$ cat config.mk
export PLATFORM = sky130hd
export DESIGN_NAME = wildcard_multi_pattern_scanner_top
export DESIGN_NICKNAME = d
export VERILOG_FILES = /design/src/rtl/core/wms_pkg.sv /design/src/rtl/core/wms_ram.sv /design/src/rtl/core/wms_ctrl.sv /design/src/rtl/core/wms_dp.sv /design/src/rtl/core/wildcard_multi_pattern_scanner_top.sv
export SDC_FILE = /design/constraint.sdc
export NUM_CORES = 1
export LEC_CHECK = 0
export BUFFER_PORTS_ARGS = -buffer_cell sky130_fd_sc_hd__buf_2
export CORE_MARGIN = 1.5
export CORE_UTILIZATION = 45
export CTS_BUF_LIST = sky130_fd_sc_hd__clkbuf_8
export DETAILED_ROUTE_END_ITERATION = 8
export PLACE_DENSITY_LB_ADDON = 0.15
export SYNTH_ARGS = -nofsm -noshare
export SYNTH_HDL_FRONTEND = slang
export SYNTH_HIERARCHICAL = 1
export SYNTH_SLANG_ARGS = --single-unit
$ cat constraint.sdc
create_clock -name clk -period 10.1 [get_ports clk]
set_input_delay 1.01 -clock clk [delete_from_list [all_inputs] [get_ports clk]]
set_output_delay 1.01 -clock clk [all_outputs]
set_load 0.03 [all_outputs]
$ cat src/rtl/core/wms_pkg.sv
// ----------------------------------------------------------------------------
// Wildcard multi-pattern scanner package
// Shared codes, sequencer states and the command and status words that pass
// between the controller and the datapath.
// ----------------------------------------------------------------------------
package wms_pkg;

  localparam logic [7:0] WILDCARD       = 8'h3F;
  localparam logic       MODE_LOAD      = 1'b0;
  localparam logic       MODE_SCAN      = 1'b1;
  localparam logic       REPORT_FOUND   = 1'b0;
  localparam logic       REPORT_SUMMARY = 1'b1;

  typedef enum logic [2:0] {
    ST_IDLE,
    ST_OFF_START,
    ST_RD,
    ST_CMP,
    ST_MATCH,
    ST_SUMMARY
  } state_t;

  typedef struct packed {
    logic take;
    logic pat_clear;
    logic pat_inc;
    logic skip_dec;
    logic advance;
    logic emit_match;
    logic emit_summary;
  } cmd_t;

  typedef struct packed {
    logic need_work;
    logic remain_ok;
    logic skip_zero;
    logic hit;
    logic last_pat;
    logic flushing;
    logic out_free;
  } status_t;

endpackage

$ cat src/rtl/core/wms_ram.sv
// ----------------------------------------------------------------------------
// Generic RAM
// One write port and one read port with registered read data.
// ----------------------------------------------------------------------------
module wms_ram #(
  parameter int WIDTH = 8,
  parameter int DEPTH = 4
) (
  input  logic                                     clk,
  input  logic                                     we,
  input  logic [((DEPTH > 1) ? $clog2(DEPTH) : 1)-1:0] waddr,
  input  logic [WIDTH-1:0]                         wdata,
  input  logic [((DEPTH > 1) ? $clog2(DEPTH) : 1)-1:0] raddr,
  output logic [WIDTH-1:0]                         rdata
);

  logic [WIDTH-1:0] mem [DEPTH];

  always_ff @(posedge clk) begin
    if (we) begin
      mem[waddr] <= wdata;
    end
    rdata <= mem[raddr];
  end

endmodule

$ cat src/rtl/core/wms_ctrl.sv
// ----------------------------------------------------------------------------
// Wildcard multi-pattern scanner controller
// Sequences item intake, per-offset pattern tests, match reports and the
// end-of-region flush and summary.
// ----------------------------------------------------------------------------
module wms_ctrl
  import wms_pkg::*;
(
  input  logic    clk,
  input  logic    rst,
  input  logic    in_valid,
  output logic    in_ready,
  input  status_t st,
  output cmd_t    cmd
);

  state_t state;
  state_t state_next;

  always_ff @(posedge clk) begin
    if (rst) begin
      state <= ST_IDLE;
    end else begin
      state <= state_next;
    end
  end

  always_comb begin
    state_next = state;
    case (state)
      ST_IDLE: begin
        if (in_valid && st.need_work) begin
          state_next = ST_OFF_START;
        end
      end
      ST_OFF_START: begin
        if (!st.remain_ok) begin
          state_next = ST_SUMMARY;
        end else if (!st.skip_zero) begin
          state_next = st.flushing ? ST_OFF_START : ST_IDLE;
        end else begin
          state_next = ST_RD;
        end
      end
      ST_RD: begin
        state_next = ST_CMP;
      end
      ST_CMP: begin
        if (st.hit) begin
          state_next = ST_MATCH;
        end else if (st.last_pat) begin
          state_next = st.flushing ? ST_OFF_START : ST_IDLE;
        end else begin
          state_next = ST_RD;
        end
      end
      ST_MATCH: begin
        if (st.out_free) begin
          state_next = st.flushing ? ST_OFF_START : ST_IDLE;
        end
      end
      ST_SUMMARY: begin
        if (st.out_free) begin
          state_next = ST_IDLE;
        end
      end
      default: begin
        state_next = ST_IDLE;
      end
    endcase
  end

  always_comb begin
    cmd      = '0;
    in_ready = 1'b0;
    case (state)
      ST_IDLE: begin
        in_ready = 1'b1;
        cmd.take = in_valid;
      end
      ST_OFF_START: begin
        if (st.remain_ok) begin
          if (!st.skip_zero) begin
            cmd.skip_dec = 1'b1;
            cmd.advance  = 1'b1;
          end else begin
            cmd.pat_clear = 1'b1;
          end
        end
      end
      ST_RD: begin
        cmd = '0;
      end
      ST_CMP: begin
        if (!st.hit) begin
          if (st.last_pat) begin
            cmd.advance = 1'b1;
          end else begin
            cmd.pat_inc = 1'b1;
          end
        end
      end
      ST_MATCH: begin
        if (st.out_free) begin
          cmd.emit_match = 1'b1;
          cmd.advance    = 1'b1;
        end
      end
      ST_SUMMARY: begin
        cmd.emit_summary = st.out_free;
      end
      default: begin
        cmd = '0;
      end
    endcase
  end

endmodule

$ cat src/rtl/core/wms_dp.sv
// ----------------------------------------------------------------------------
// Wildcard multi-pattern scanner datapath
// Pattern lanes, byte window, offset counters, found set and the output
// register.
// ----------------------------------------------------------------------------
module wms_dp
  import wms_pkg::*;
#(
  parameter int NUM_PATTERNS = 4,
  parameter int MAX_LEN      = 16,
  parameter int OFFSET_BITS  = 32
) (
  input  logic        clk,
  input  logic        rst,
  input  cmd_t        cmd,
  output status_t     st,
  input  logic        mode,
  input  logic [1:0]  pattern_index,
  input  logic [3:0]  byte_position,
  input  logic [7:0]  pattern_byte,
  input  logic [4:0]  pattern_length,
  input  logic [7:0]  data_byte,
  input  logic        end_of_region,
  output logic        out_valid,
  input  logic        out_ready,
  output logic        report_kind,
  output logic [1:0]  found_pattern,
  output logic [31:0] match_offset,
  output logic [3:0]  found_mask,
  output logic        final_report
);

  localparam int PW = (NUM_PATTERNS > 1) ? $clog2(NUM_PATTERNS) : 1;
  localparam int LW = $clog2(MAX_LEN + 1);
  localparam int WW = $clog2(MAX_LEN);
  localparam int CW = (LW > 5) ? LW : 5;

  logic [LW-1:0]          lengths [NUM_PATTERNS];
  logic [NUM_PATTERNS-1:0] unfound;
  logic [NUM_PATTERNS-1:0] loaded;
  logic [7:0]             window [MAX_LEN];
  logic [7:0]             pat_row [MAX_LEN];
  logic [OFFSET_BITS-1:0] bytes_seen;
  logic [OFFSET_BITS-1:0] bytes_new;
  logic [OFFSET_BITS-1:0] n_cnt;
  logic [WW-1:0]          wptr;
  logic [WW-1:0]          rptr;
  logic [WW-1:0]          wptr_inc;
  logic [WW-1:0]          rptr_inc;
  logic [WW-1:0]          rptr_dec;
  logic [LW-1:0]          remain;
  logic [LW-1:0]          remain_init;
  logic [LW-1:0]          skip_cnt;
  logic [LW-1:0]          cur_len;
  logic [LW-1:0]          len_sat;
  logic [CW-1:0]          len_ext;
  logic [PW-1:0]          pcnt;
  logic [PW-1:0]          load_idx;
  logic                   flushing;
  logic                   sat;
  logic                   last_open;
  logic                   back_up;
  logic                   load_ok;
  logic                   scan_take;
  logic                   out_free;
  logic                   match;
  logic [MAX_LEN-1:0]     lane_ok;
  logic [WW:0]            pos [MAX_LEN];

  assign load_ok = cmd.take && (mode == MODE_LOAD) && (int'(pattern_index) < NUM_PATTERNS)
                   && (int'(byte_position) < MAX_LEN);
  assign scan_take = cmd.take && (mode == MODE_SCAN);
  assign load_idx  = PW'(pattern_index);
  assign len_ext   = CW'(pattern_length);
  assign len_sat   = (len_ext > CW'(MAX_LEN)) ? LW'(MAX_LEN) : LW'(pattern_length);

  // Once the byte count has saturated, the flush starts again at the last
  // decided offset unless that offset was skipped or matched.
  assign sat       = &bytes_seen;
  assign back_up   = scan_take && end_of_region && sat && last_open;
  assign bytes_new = sat ? bytes_seen : bytes_seen + 1'b1;
  assign wptr_inc  = (wptr == WW'(MAX_LEN - 1)) ? '0 : wptr + 1'b1;
  assign rptr_inc  = (rptr == WW'(MAX_LEN - 1)) ? '0 : rptr + 1'b1;
  assign rptr_dec  = (rptr == '0) ? WW'(MAX_LEN - 1) : rptr - 1'b1;
  assign remain_init = !end_of_region ? LW'(MAX_LEN) :
                       sat ? (last_open ? LW'(MAX_LEN) : LW'(MAX_LEN - 1)) :
                       (bytes_new >= OFFSET_BITS'(MAX_LEN)) ? LW'(MAX_LEN) : LW'(bytes_new);

  assign cur_len  = lengths[pcnt];
  assign out_free = !out_valid || out_ready;

  for (genvar k = 0; k < MAX_LEN; k++) begin : g_lane
    wms_ram #(
      .WIDTH(8),
      .DEPTH(NUM_PATTERNS)
    ) u_lane (
      .clk  (clk),
      .we   (load_ok && (int'(byte_position) == k)),
      .waddr(load_idx),
      .wdata(pattern_byte),
      .raddr(pcnt),
      .rdata(pat_row[k])
    );
  end

  always_comb begin
    for (int k = 0; k < MAX_LEN; k++) begin
      pos[k] = {1'b0, rptr} + (WW + 1)'(k);
      if (pos[k] >= (WW + 1)'(MAX_LEN)) begin
        pos[k] = pos[k] - (WW + 1)'(MAX_LEN);
      end
      lane_ok[k] = (LW'(k) >= cur_len) || (pat_row[k] == WILDCARD)
                   || (pat_row[k] == window[WW'(pos[k])]);
    end
    match = &lane_ok;
  end

  always_comb begin
    for (int p = 0; p < NUM_PATTERNS; p++) begin
      loaded[p] = (lengths[p] != '0);
    end
  end

  assign st.need_work = (mode == MODE_SCAN)
                        && (end_of_region || (!sat && bytes_seen >= OFFSET_BITS'(MAX_LEN - 1)));
  assign st.remain_ok = remain >= LW'(2);
  assign st.skip_zero = (skip_cnt == '0);
  assign st.hit       = unfound[pcnt] && (cur_len <= remain) && match;
  assign st.last_pat  = (pcnt == PW'(NUM_PATTERNS - 1));
  assign st.flushing  = flushing;
  assign st.out_free  = out_free;

  always_ff @(posedge clk) begin
    if (rst) begin
      for (int p = 0; p < NUM_PATTERNS; p++) begin
        lengths[p] <= '0;
      end
      unfound    <= '0;
      bytes_seen <= '0;
      n_cnt      <= '0;
      wptr       <= '0;
      rptr       <= '0;
      skip_cnt   <= '0;
      pcnt       <= '0;
      flushing   <= 1'b0;
      last_open  <= 1'b0;
      out_valid  <= 1'b0;
    end else begin
      if (load_ok) begin
        lengths[load_idx] <= len_sat;
        unfound[load_idx] <= (len_sat != '0);
      end
      if (scan_take) begin
        if (!sat) begin
          bytes_seen <= bytes_new;
          wptr       <= wptr_inc;
        end
        flushing <= end_of_region;
      end
      if (back_up) begin
        n_cnt <= n_cnt - 1'b1;
        rptr  <= rptr_dec;
      end
      if (cmd.pat_clear) begin
        pcnt <= '0;
      end else if (cmd.pat_inc) begin
        pcnt <= pcnt + 1'b1;
      end
      if (cmd.emit_match) begin
        unfound[pcnt] <= 1'b0;
        skip_cnt      <= cur_len;
      end else if (cmd.skip_dec) begin
        skip_cnt <= skip_cnt - 1'b1;
      end
      if (cmd.advance) begin
        n_cnt     <= n_cnt + 1'b1;
        rptr      <= rptr_inc;
        last_open <= !cmd.skip_dec && !cmd.emit_match;
      end
      if (cmd.emit_summary) begin
        unfound    <= loaded;
        bytes_seen <= '0;
        n_cnt      <= '0;
        wptr       <= '0;
        rptr       <= '0;
        skip_cnt   <= '0;
        flushing   <= 1'b0;
      end
      if (cmd.emit_match || cmd.emit_summary) begin
        out_valid <= 1'b1;
      end else if (out_ready) begin
        out_valid <= 1'b0;
      end
    end
  end

  always_ff @(posedge clk) begin
    if (scan_take && !sat) begin
      window[wptr] <= data_byte;
    end
    if (scan_take) begin
      remain <= remain_init;
    end else if (cmd.advance) begin
      remain <= remain - 1'b1;
    end
    if (cmd.emit_match) begin
      report_kind   <= REPORT_FOUND;
      found_pattern <= 2'(pcnt);
      match_offset  <= 32'(n_cnt);
      found_mask    <= '0;
      final_report  <= 1'b0;
    end else if (cmd.emit_summary) begin
      report_kind   <= REPORT_SUMMARY;
      found_pattern <= '0;
      match_offset  <= '0;
      found_mask    <= 4'(loaded & ~unfound);
      final_report  <= 1'b1;
    end
  end

`ifndef SYNTHESIS
  a_emit_room: assert property (@(posedge clk) disable iff (rst)
    (cmd.emit_match || cmd.emit_summary) |-> (!out_valid || out_ready))
    else $error("A word was written into a full output register.");

  a_match_unfound: assert property (@(posedge clk) disable iff (rst)
    cmd.emit_match |-> unfound[pcnt])
    else $error("A pattern already found was reported again.");

  a_match_retired: assert property (@(posedge clk) disable iff (rst)
    cmd.emit_match |=> !unfound[$past(pcnt)])
    else $error("A reported pattern was not retired.");

  a_summary_rearm: assert property (@(posedge clk) disable iff (rst)
    cmd.emit_summary |=> (!flushing && n_cnt == '0 && bytes_seen == '0))
    else $error("The summary did not return the scan state to its start.");
`endif

endmodule

$ cat src/rtl/core/wildcard_multi_pattern_scanner_top.sv
// ----------------------------------------------------------------------------
// Wildcard multi-pattern scanner
// Loads wildcard byte signatures and scans a byte stream for them, reporting
// each first match with its offset and a summary at the end of a region.
// ----------------------------------------------------------------------------
//   Channel   Direction   Handshake              Word
//   in        input       in_valid / in_ready    one pattern byte or one data byte
//   out       output      out_valid / out_ready  one match report or one summary
//
// A load word and a scan word that decides no offset leave the sequencer idle.
// A scan word that decides an offset enters the offset start state: a skipped
// offset ends there, and otherwise each candidate pattern costs one pattern
// lane read and one window compare.
// The last word of a region adds one such decision per remaining offset, up to
// MAX_LEN-1 of them, then one end check and one summary report. Reset
// clears the lengths, the found set and the counters; the pattern lanes hold
// garbage until loaded.
// Results wait in the output register, and a full output register stalls the
// sequencer until out_ready.
module wildcard_multi_pattern_scanner_top
  import wms_pkg::*;
#(
  parameter int NUM_PATTERNS = 4,
  parameter int MAX_LEN      = 16,
  parameter int OFFSET_BITS  = 32
) (
  input  logic        clk,
  input  logic        rst,
  input  logic        in_valid,
  output logic        in_ready,
  input  logic        mode,
  input  logic [1:0]  pattern_index,
  input  logic [3:0]  byte_position,
  input  logic [7:0]  pattern_byte,
  input  logic [4:0]  pattern_length,
  input  logic [7:0]  data_byte,
  input  logic        end_of_region,
  output logic        out_valid,
  input  logic        out_ready,
  output logic        report_kind,
  output logic [1:0]  found_pattern,
  output logic [31:0] match_offset,
  output logic [3:0]  found_mask,
  output logic        final_report
);

  cmd_t    cmd;
  status_t st;

  wms_ctrl u_ctrl (
    .clk     (clk),
    .rst     (rst),
    .in_valid(in_valid),
    .in_ready(in_ready),
    .st      (st),
    .cmd     (cmd)
  );

  wms_dp #(
    .NUM_PATTERNS(NUM_PATTERNS),
    .MAX_LEN     (MAX_LEN),
    .OFFSET_BITS (OFFSET_BITS)
  ) u_dp (
    .clk           (clk),
    .rst           (rst),
    .cmd           (cmd),
    .st            (st),
    .mode          (mode),
    .pattern_index (pattern_index),
    .byte_position (byte_position),
    .pattern_byte  (pattern_byte),
    .pattern_length(pattern_length),
    .data_byte     (data_byte),
    .end_of_region (end_of_region),
    .out_valid     (out_valid),
    .out_ready     (out_ready),
    .report_kind   (report_kind),
    .found_pattern (found_pattern),
    .match_offset  (match_offset),
    .found_mask    (found_mask),
    .final_report  (final_report)
  );

endmodule
==> out/results.ini, run 1 <==
[logic_synthesis]
syn_inst=2969
synthFlopType=edfxtp_1
ys_warn_count=6
ys_seq_area_frac=0.570
ys_types=86
synth-seq-cells=927
syn_avg_cell_area_um2=15.1
synth_edf_count=699
syn_nets=3060
synth_area_um2=44900
synthArstFlopShare=0

[pwr]
internal-power_uw=6230
p_sw_uw=1910
combPwrFrac=0.069
clkPwrFrac=0.422
swShare=0.234
p_per_area_nw_per_um2=163
vdd_drop_max_uv=178
p_leak_uw=0.0169
seq_power_share=0.509

[routing]
first_pass_iters=6
routed_via_density=6.14
wl_per_cell_um=27.3
ant_nets=0
drc=0
dr_total_vias=27818
drt_iter0_markers=2580
wl_um=124000

[setup_path]
cp.arrival_ns=9.78
cp_slowest_stage_delay_ns=0.78
cp_common_cell=a21oi_1
cp_max_fo=31
end_kind=flop
worstSetupPathType=reg -> reg
critPathRequiredTime_ns=10.82
cp-start-kind=flop
slowest_stage=ha_1

[final_layout]
fillCellCount=8254
drive_gt1_frac=0.247
final_cell_mix=699 x edfxtp_1, 350 x mux4_2, 223 x dfxtp_1, 186 x nand2_1, 167 x clkbuf_8
nNetsFinal=3206
multiInputGateArea_um2=18300
final_common_cell=edfxtp_1
seq_area_um2=25600
area_growth_syn_to_layout_pct=11.2
stdcell_area_um2=49900

[clocking]
ctsRootBufferMaster=clkbuf_8
insertion_delay_ns=0.88
numCtsBuffers=152
holdBufCountCts=0
clk_path_buf_depth=3
cts_tree=built
postCtsSetupBuffers=0
cts.repair.resized=0
path_clk_slew_ns=0.06
cts_sinks=927
htreeDepth=4

[sta]
fin_crit_ns=9.06
period_share=0.897
fmax_mhz=110
worst_pin_slew_ns=1.33
drv_slew=0
setup_viol=0
hold_viol=0
max_slew_margin=0.110
fin_skew_ns=0.0432
rsz0062_at_grt=no
tns_ns=0

[placed_design]
placed_cell_area_um2=46600
port_buffers=74
gp_congestion=0.982
dpl.hpwl_um=87200

[floorplan]
start_util=0.455
die_h_um=319
die_w_um=319
io_pins=75
placementRows=115
core_area_um2=98600
die-area_um2=102000

[run]
cap_violations=0

[grt]
grt_pass1_wl_um=184000
grt_usage=0.245
grt_pass1_vias=27876
grt_antenna_before_repair=8
grt_overflow=0
grt_max_degree=88

[min_path]
hold_class=reg -> reg

[run_status]
status=finished clean

## cell type report
type                    count  area share
diodes                      6    0.000301
clock buffers             167      0.0461
clock inverters           113      0.0186
inverters                  38     0.00286
multi-input cells        1838       0.367
flip-flops and latches    927       0.513
well taps                1287      0.0323
repair buffers            158      0.0203
## synth_stat cells, types with 19 or more instances
library cell,n,area share
xor2_1,97,0.019
xnor2_1,121,0.024
nor3_1,33,0.0037
nor4_1,32,0.0045
nor2_1,154,0.013
nand4_1,56,0.0078
inv_1,34,0.0028
and2_1,41,0.0057
nand3_1,40,0.0045
a22oi_1,35,0.0059
clkbuf_1,55,0.0046
and3b_1,32,0.0062
buf_2,40,0.0045
edfxtp_1,699,0.47
mux2_2,29,0.0073
buf_6,23,0.0058
nand2_1,186,0.016
and3_1,24,0.0033
dfxtp_1,228,0.10
a21oi_1,95,0.011
o221ai_1,19,0.0037
ha_1,57,0.016
mux4_2,350,0.18
o21ai_0,71,0.0079
mux2i_1,158,0.035
nor3b_1,20,0.0033
## worst max-delay path: cells and delay by family (launching register included)
family / cells / cell delay (ns)
buffers and inverters: 4 / 1.41
adder cells (fa/ha/maj): 2 / 1.10
flip-flops: 1 / 0.67
XOR/XNOR: 2 / 0.30
AO/OA/AOI/OAI: 12 / 3.05
AND/OR/NAND/NOR: 8 / 1.84
multiplexers: 2 / 0.53
## sequential cells by signal (all words and copies together), names as in the netlist, 5 cells and up, named ones only
signal,count
u_dp/bytes_seen,32
u_dp/g_lane.u_lane/mem,512
u_dp/match_offset,32
u_dp/g_lane.u_lane/rdata,128
u_dp/skip_cnt,5
u_dp/n_cnt,32
u_dp/lengths,20
u_dp/remain,5
u_dp/window,128
## power groups by stage
| stage | Combinational (µW) | Sequential [µW] | Clock (µW) |
|---|---|---|---|
| 6_report | 562 | 4140 | 3440 |
| 5_1_grt | 602 | 4140 | 3700 |
| 4_1_cts | 559 | 4140 | 3530 |
| 3_5_place_dp | 556 | 4220 | 0 |
| 3_3_place_gp | 547 | 4220 | 0 |
| 2_1_floorplan | 380 | 4200 | 0 |
## per-stage QoR
stage	instances	utilization	hold slack (ns)	worst slack, ns	power, µW
6_report	4534	0.506	0.471	1.04	8140
5_1_grt	4534	0.506	0.459	0.340	8440
4_1_cts	4528	0.506	0.434	1.08	8230
3_5_place_dp	4248	0.473	0.464	1.14	4770
3_3_place_gp	4248	0.473	0.456	1.15	4760
2_1_floorplan	2969	-	0.444	1.96	4580
## per-layer routing
layer,wire (µm),vias up,part of all wire,global-route usage
li1,-,12058,-,-
met1,50500,14335,0.41,0.317
met2,61100,1167,0.49,0.409
met4,3940,2,0.032,0.0914
met3,8360,256,0.067,0.0474
met5,13,-,0.00010,0
## cell families after synthesis
kind of cell               synth area share
xor gates and xnor gates             0.0429
adders and majority gates            0.0163
and+or+nand+nor                      0.0824
buffers and inverters                0.0248
muxes                                 0.219
AOI/OAI and AO/OA                    0.0449
DFF                                   0.570
## path summary, 6_finish.rpt
kind / from / endpoint / slack, ns / cells after the start
max: u_dp/rptr[1]$_SDFFE_PP0N_ / u_dp/n_cnt[31]$_SDFFE_PP0N_ / 1.04 / 30
min: u_dp/n_cnt[3]$_SDFFE_PP0N_ / u_dp/n_cnt[3]$_SDFFE_PP0N_ / 0.47 / 2
max reg2reg: u_dp/rptr[1]$_SDFFE_PP0N_ / u_dp/n_cnt[31]$_SDFFE_PP0N_ / 1.04 / 30
min reg2reg: u_dp/n_cnt[3]$_SDFFE_PP0N_ / u_dp/n_cnt[3]$_SDFFE_PP0N_ / 0.47 / 2
Power figures use the tool's default switching activity.
==> run 2: changes to the inputs <==
--- a/config.mk
+++ b/config.mk
@@ -10,6 +10,7 @@
 export CORE_UTILIZATION = 45
 export CTS_BUF_LIST = sky130_fd_sc_hd__clkbuf_8
 export DETAILED_ROUTE_END_ITERATION = 8
+export GPL_TIMING_DRIVEN = 0
 export PLACE_DENSITY_LB_ADDON = 0.15
 export SYNTH_ARGS = -nofsm -noshare
 export SYNTH_HDL_FRONTEND = slang
==> out/results.ini, run 2 (synthesis gave the netlist of run 1 again) <==
[grt]
grt_pass1_wl_um=197000  ; was 184,000 µm
grt_busiest_layer=met2  ; unchanged
grt_overflow=0  ; unchanged
grt_use_met3=0.0585  ; was 0.0474
grt_antenna_before_repair=7  ; was 8
grt_pass1_vias=29085  ; was 27,876
grt_use_met2=0.446  ; was 0.409
grt_max_degree=72  ; was 88
grt.met1_usage=0.337  ; was 0.317
grt_usage=0.267  ; was 0.245

[final_layout]
final_cell_mix=699 x edfxtp_1, 350 x mux4_2, 226 x dfxtp_1, 186 x nand2_1, 165 x clkbuf_8  ; was 699 x edfxtp_1, 350 x mux4_2, 223 x dfxtp_1, 186 x nand2_1, 167 x clkbuf_8
drive_gt1_frac=0.245  ; was 0.247
final_cells=4609  ; was 4,534
top_register=u_dp/g_lane.u_lane/mem  ; unchanged
nNetsFinal=3286  ; was 3,206
final_common_cell=edfxtp_1  ; unchanged
reg.largest.list=u_dp/g_lane.u_lane/mem (512), u_dp/g_lane.u_lane/rdata (128), u_dp/window (128)  ; unchanged
area_growth_syn_to_layout_pct=11.4  ; was 11.2%
largest_reg_flops=512  ; unchanged

[floorplan]
die_w_um=319  ; unchanged
die-area_um2=102000  ; unchanged
io_pins=75  ; unchanged
start_util=0.455  ; unchanged
core_area_um2=98600  ; unchanged
placementRows=115  ; unchanged
die_h_um=319  ; unchanged

[setup_path]
critPathRequiredTime_ns=10.78  ; was 10.82 ns
cp_slowest_stage_delay_ns=0.54  ; was 0.78 ns
cp_max_fo=37  ; was 31
worstSetupPathType=reg -> reg  ; unchanged
crit_buf_inv=6  ; was 4
cp_common_cell=buf_2  ; was a21oi_1
cp.arrival_ns=10.17  ; was 9.78 ns
end_kind=flop  ; unchanged
crit_family=compound AO/OA/AOI/OAI gates  ; unchanged
slowest_stage=mux4_2  ; was ha_1
cp-start-kind=flop  ; unchanged

[pwr]
p_leak_uw=0.0170  ; was 0.0169 µW
p_per_area_nw_per_um2=157  ; was 163 nW/µm²
total_power_uw=7830  ; was 8140 µW
vdd_drop_max_uv=133  ; was 178 µV

[routing]
drt_iter0_markers=2437  ; was 2,580
dr_total_vias=28572  ; was 27,818
wl_per_cell_um=29.2  ; was 27.3 µm
wl_um=135000  ; was 124,000 µm
routed_via_density=6.20  ; was 6.14
drc=0  ; unchanged
ant_nets=0  ; unchanged
first_pass_iters=6  ; unchanged

[run_status]
status=finished clean  ; unchanged

[clocking]
postCtsSetupBuffers=0  ; unchanged
cts_sinks=927  ; unchanged
cts_tree=built  ; unchanged
insertion_delay_ns=0.85  ; was 0.88 ns
htreeDepth=4  ; unchanged
ctsRootBufferMaster=clkbuf_8  ; unchanged
clk_path_buf_depth=3  ; unchanged
path_clk_slew_ns=0.06  ; about the same
numCtsBuffers=149  ; was 152

[placed_design]
dpl.hpwl_um=99000  ; was 87,200 µm
gp_congestion=0.996  ; was 0.982
port_buffers=74  ; unchanged
dp.cells=4333  ; was 4,248

[sta]
fmax_mhz=105  ; was 110 MHz
period_share=0.939  ; was 0.897
hold_viol=0  ; unchanged
fin_crit_ns=9.48  ; was 9.06 ns
fin_skew_ns=0.0434  ; was 0.0432 ns
rsz0062_at_grt=no  ; unchanged
drv_slew=0  ; unchanged
tns_ns=0  ; unchanged
max_slew_margin=0.0731  ; was 0.110
setup_viol=0  ; unchanged
worst_pin_slew_ns=1.39  ; was 1.33 ns

[min_path]
hold_class=reg -> reg  ; unchanged

[run]
cap_violations=0  ; unchanged

run 2: cell types whose count changed in the layout (fill, tap and decap cells not counted), sizes merged:
| cell | before | now |
|---|---|---|
| clkbuf | 167 | 236 |
| bufinv | 13 | 6 |
| clkinv | 36 | 43 |
| diode | 6 | 2 |
| clkinvlp | 0 | 6 |
| inv | 102 | 99 |
| buf | 158 | 165 |
run 2: stage by stage:
step / area, µm² / utilization / hold WS, ns / setup slack, ns
detailed placement: 46900 / 0.476 / 0.468 / -1.60
global placement: 46800 / 0.475 / 0.455 / -2.18
global route: 50000 / 0.507 / 0.442 / 0.166
floorplan: 44900 / - / 0.444 / 1.96
CTS: 49800 / 0.506 / 0.418 / 0.121
finish: 50000 / 0.507 / 0.474 / 0.616
run 2: final cells by class:
class,instances,area (µm²)
sequential,927,25600
tap,1287,1610
clock inverter,116,669
buffer,162,983
fill,8183,48600
timing repair buffer,79,472
antenna,2,5.00
inverter,38,173
multi-input combinational,1838,18300
clock buffer,160,2200
run 2: timing repair:
item | CTS | global route
endpoints found under the setup margin | 27 | 18
gates resized for setup | 26 | 15
hold buffers | 0 | 0
pin swaps | 0 | 0
run 2: worst register-to-register path, delay by kind of cell (launching register included):
family                   cells  cell delay (ns)
XOR/XNOR                     2             0.39
AND/OR/NAND/NOR              7             1.47
buffers and inverters        6             1.87
multiplexers                 3             1.02
adder cells (fa/ha/maj)      2             0.87
AO/OA/AOI/OAI               10             3.33
flip-flops                   1             0.39
run 2: report_power, final:
group / leakage (µW) / internal, µW / switching [µW]
Combinational: 0.00702 / 233 / 365
Clock: 0.00167 / 1600 / 1500
Sequential: 0.00828 / 4110 / 18.1
run 2: path summary, 6_finish.rpt:
check	start	endpoint	slack, ns	depth (start not counted)
setup / recovery	u_dp/rptr[1]$_SDFFE_PP0N_	u_dp/n_cnt[31]$_SDFFE_PP0N_	0.62	30
hold / removal	u_dp/n_cnt[14]$_SDFFE_PP0N_	u_dp/n_cnt[14]$_SDFFE_PP0N_	0.47	2
setup reg to reg	u_dp/rptr[1]$_SDFFE_PP0N_	u_dp/n_cnt[31]$_SDFFE_PP0N_	0.62	30
hold reg to reg	u_dp/n_cnt[14]$_SDFFE_PP0N_	u_dp/n_cnt[14]$_SDFFE_PP0N_	0.47	2
run 2: per-layer routing:
| layer | part of all wire | vias up |
|---|---|---|
| met5 | 0.00034 | - |
| met4 | 0.040 | 6 |
| met3 | 0.071 | 293 |
| met2 | 0.49 | 1246 |
| met1 | 0.40 | 14809 |
| li1 | - | 12218 |
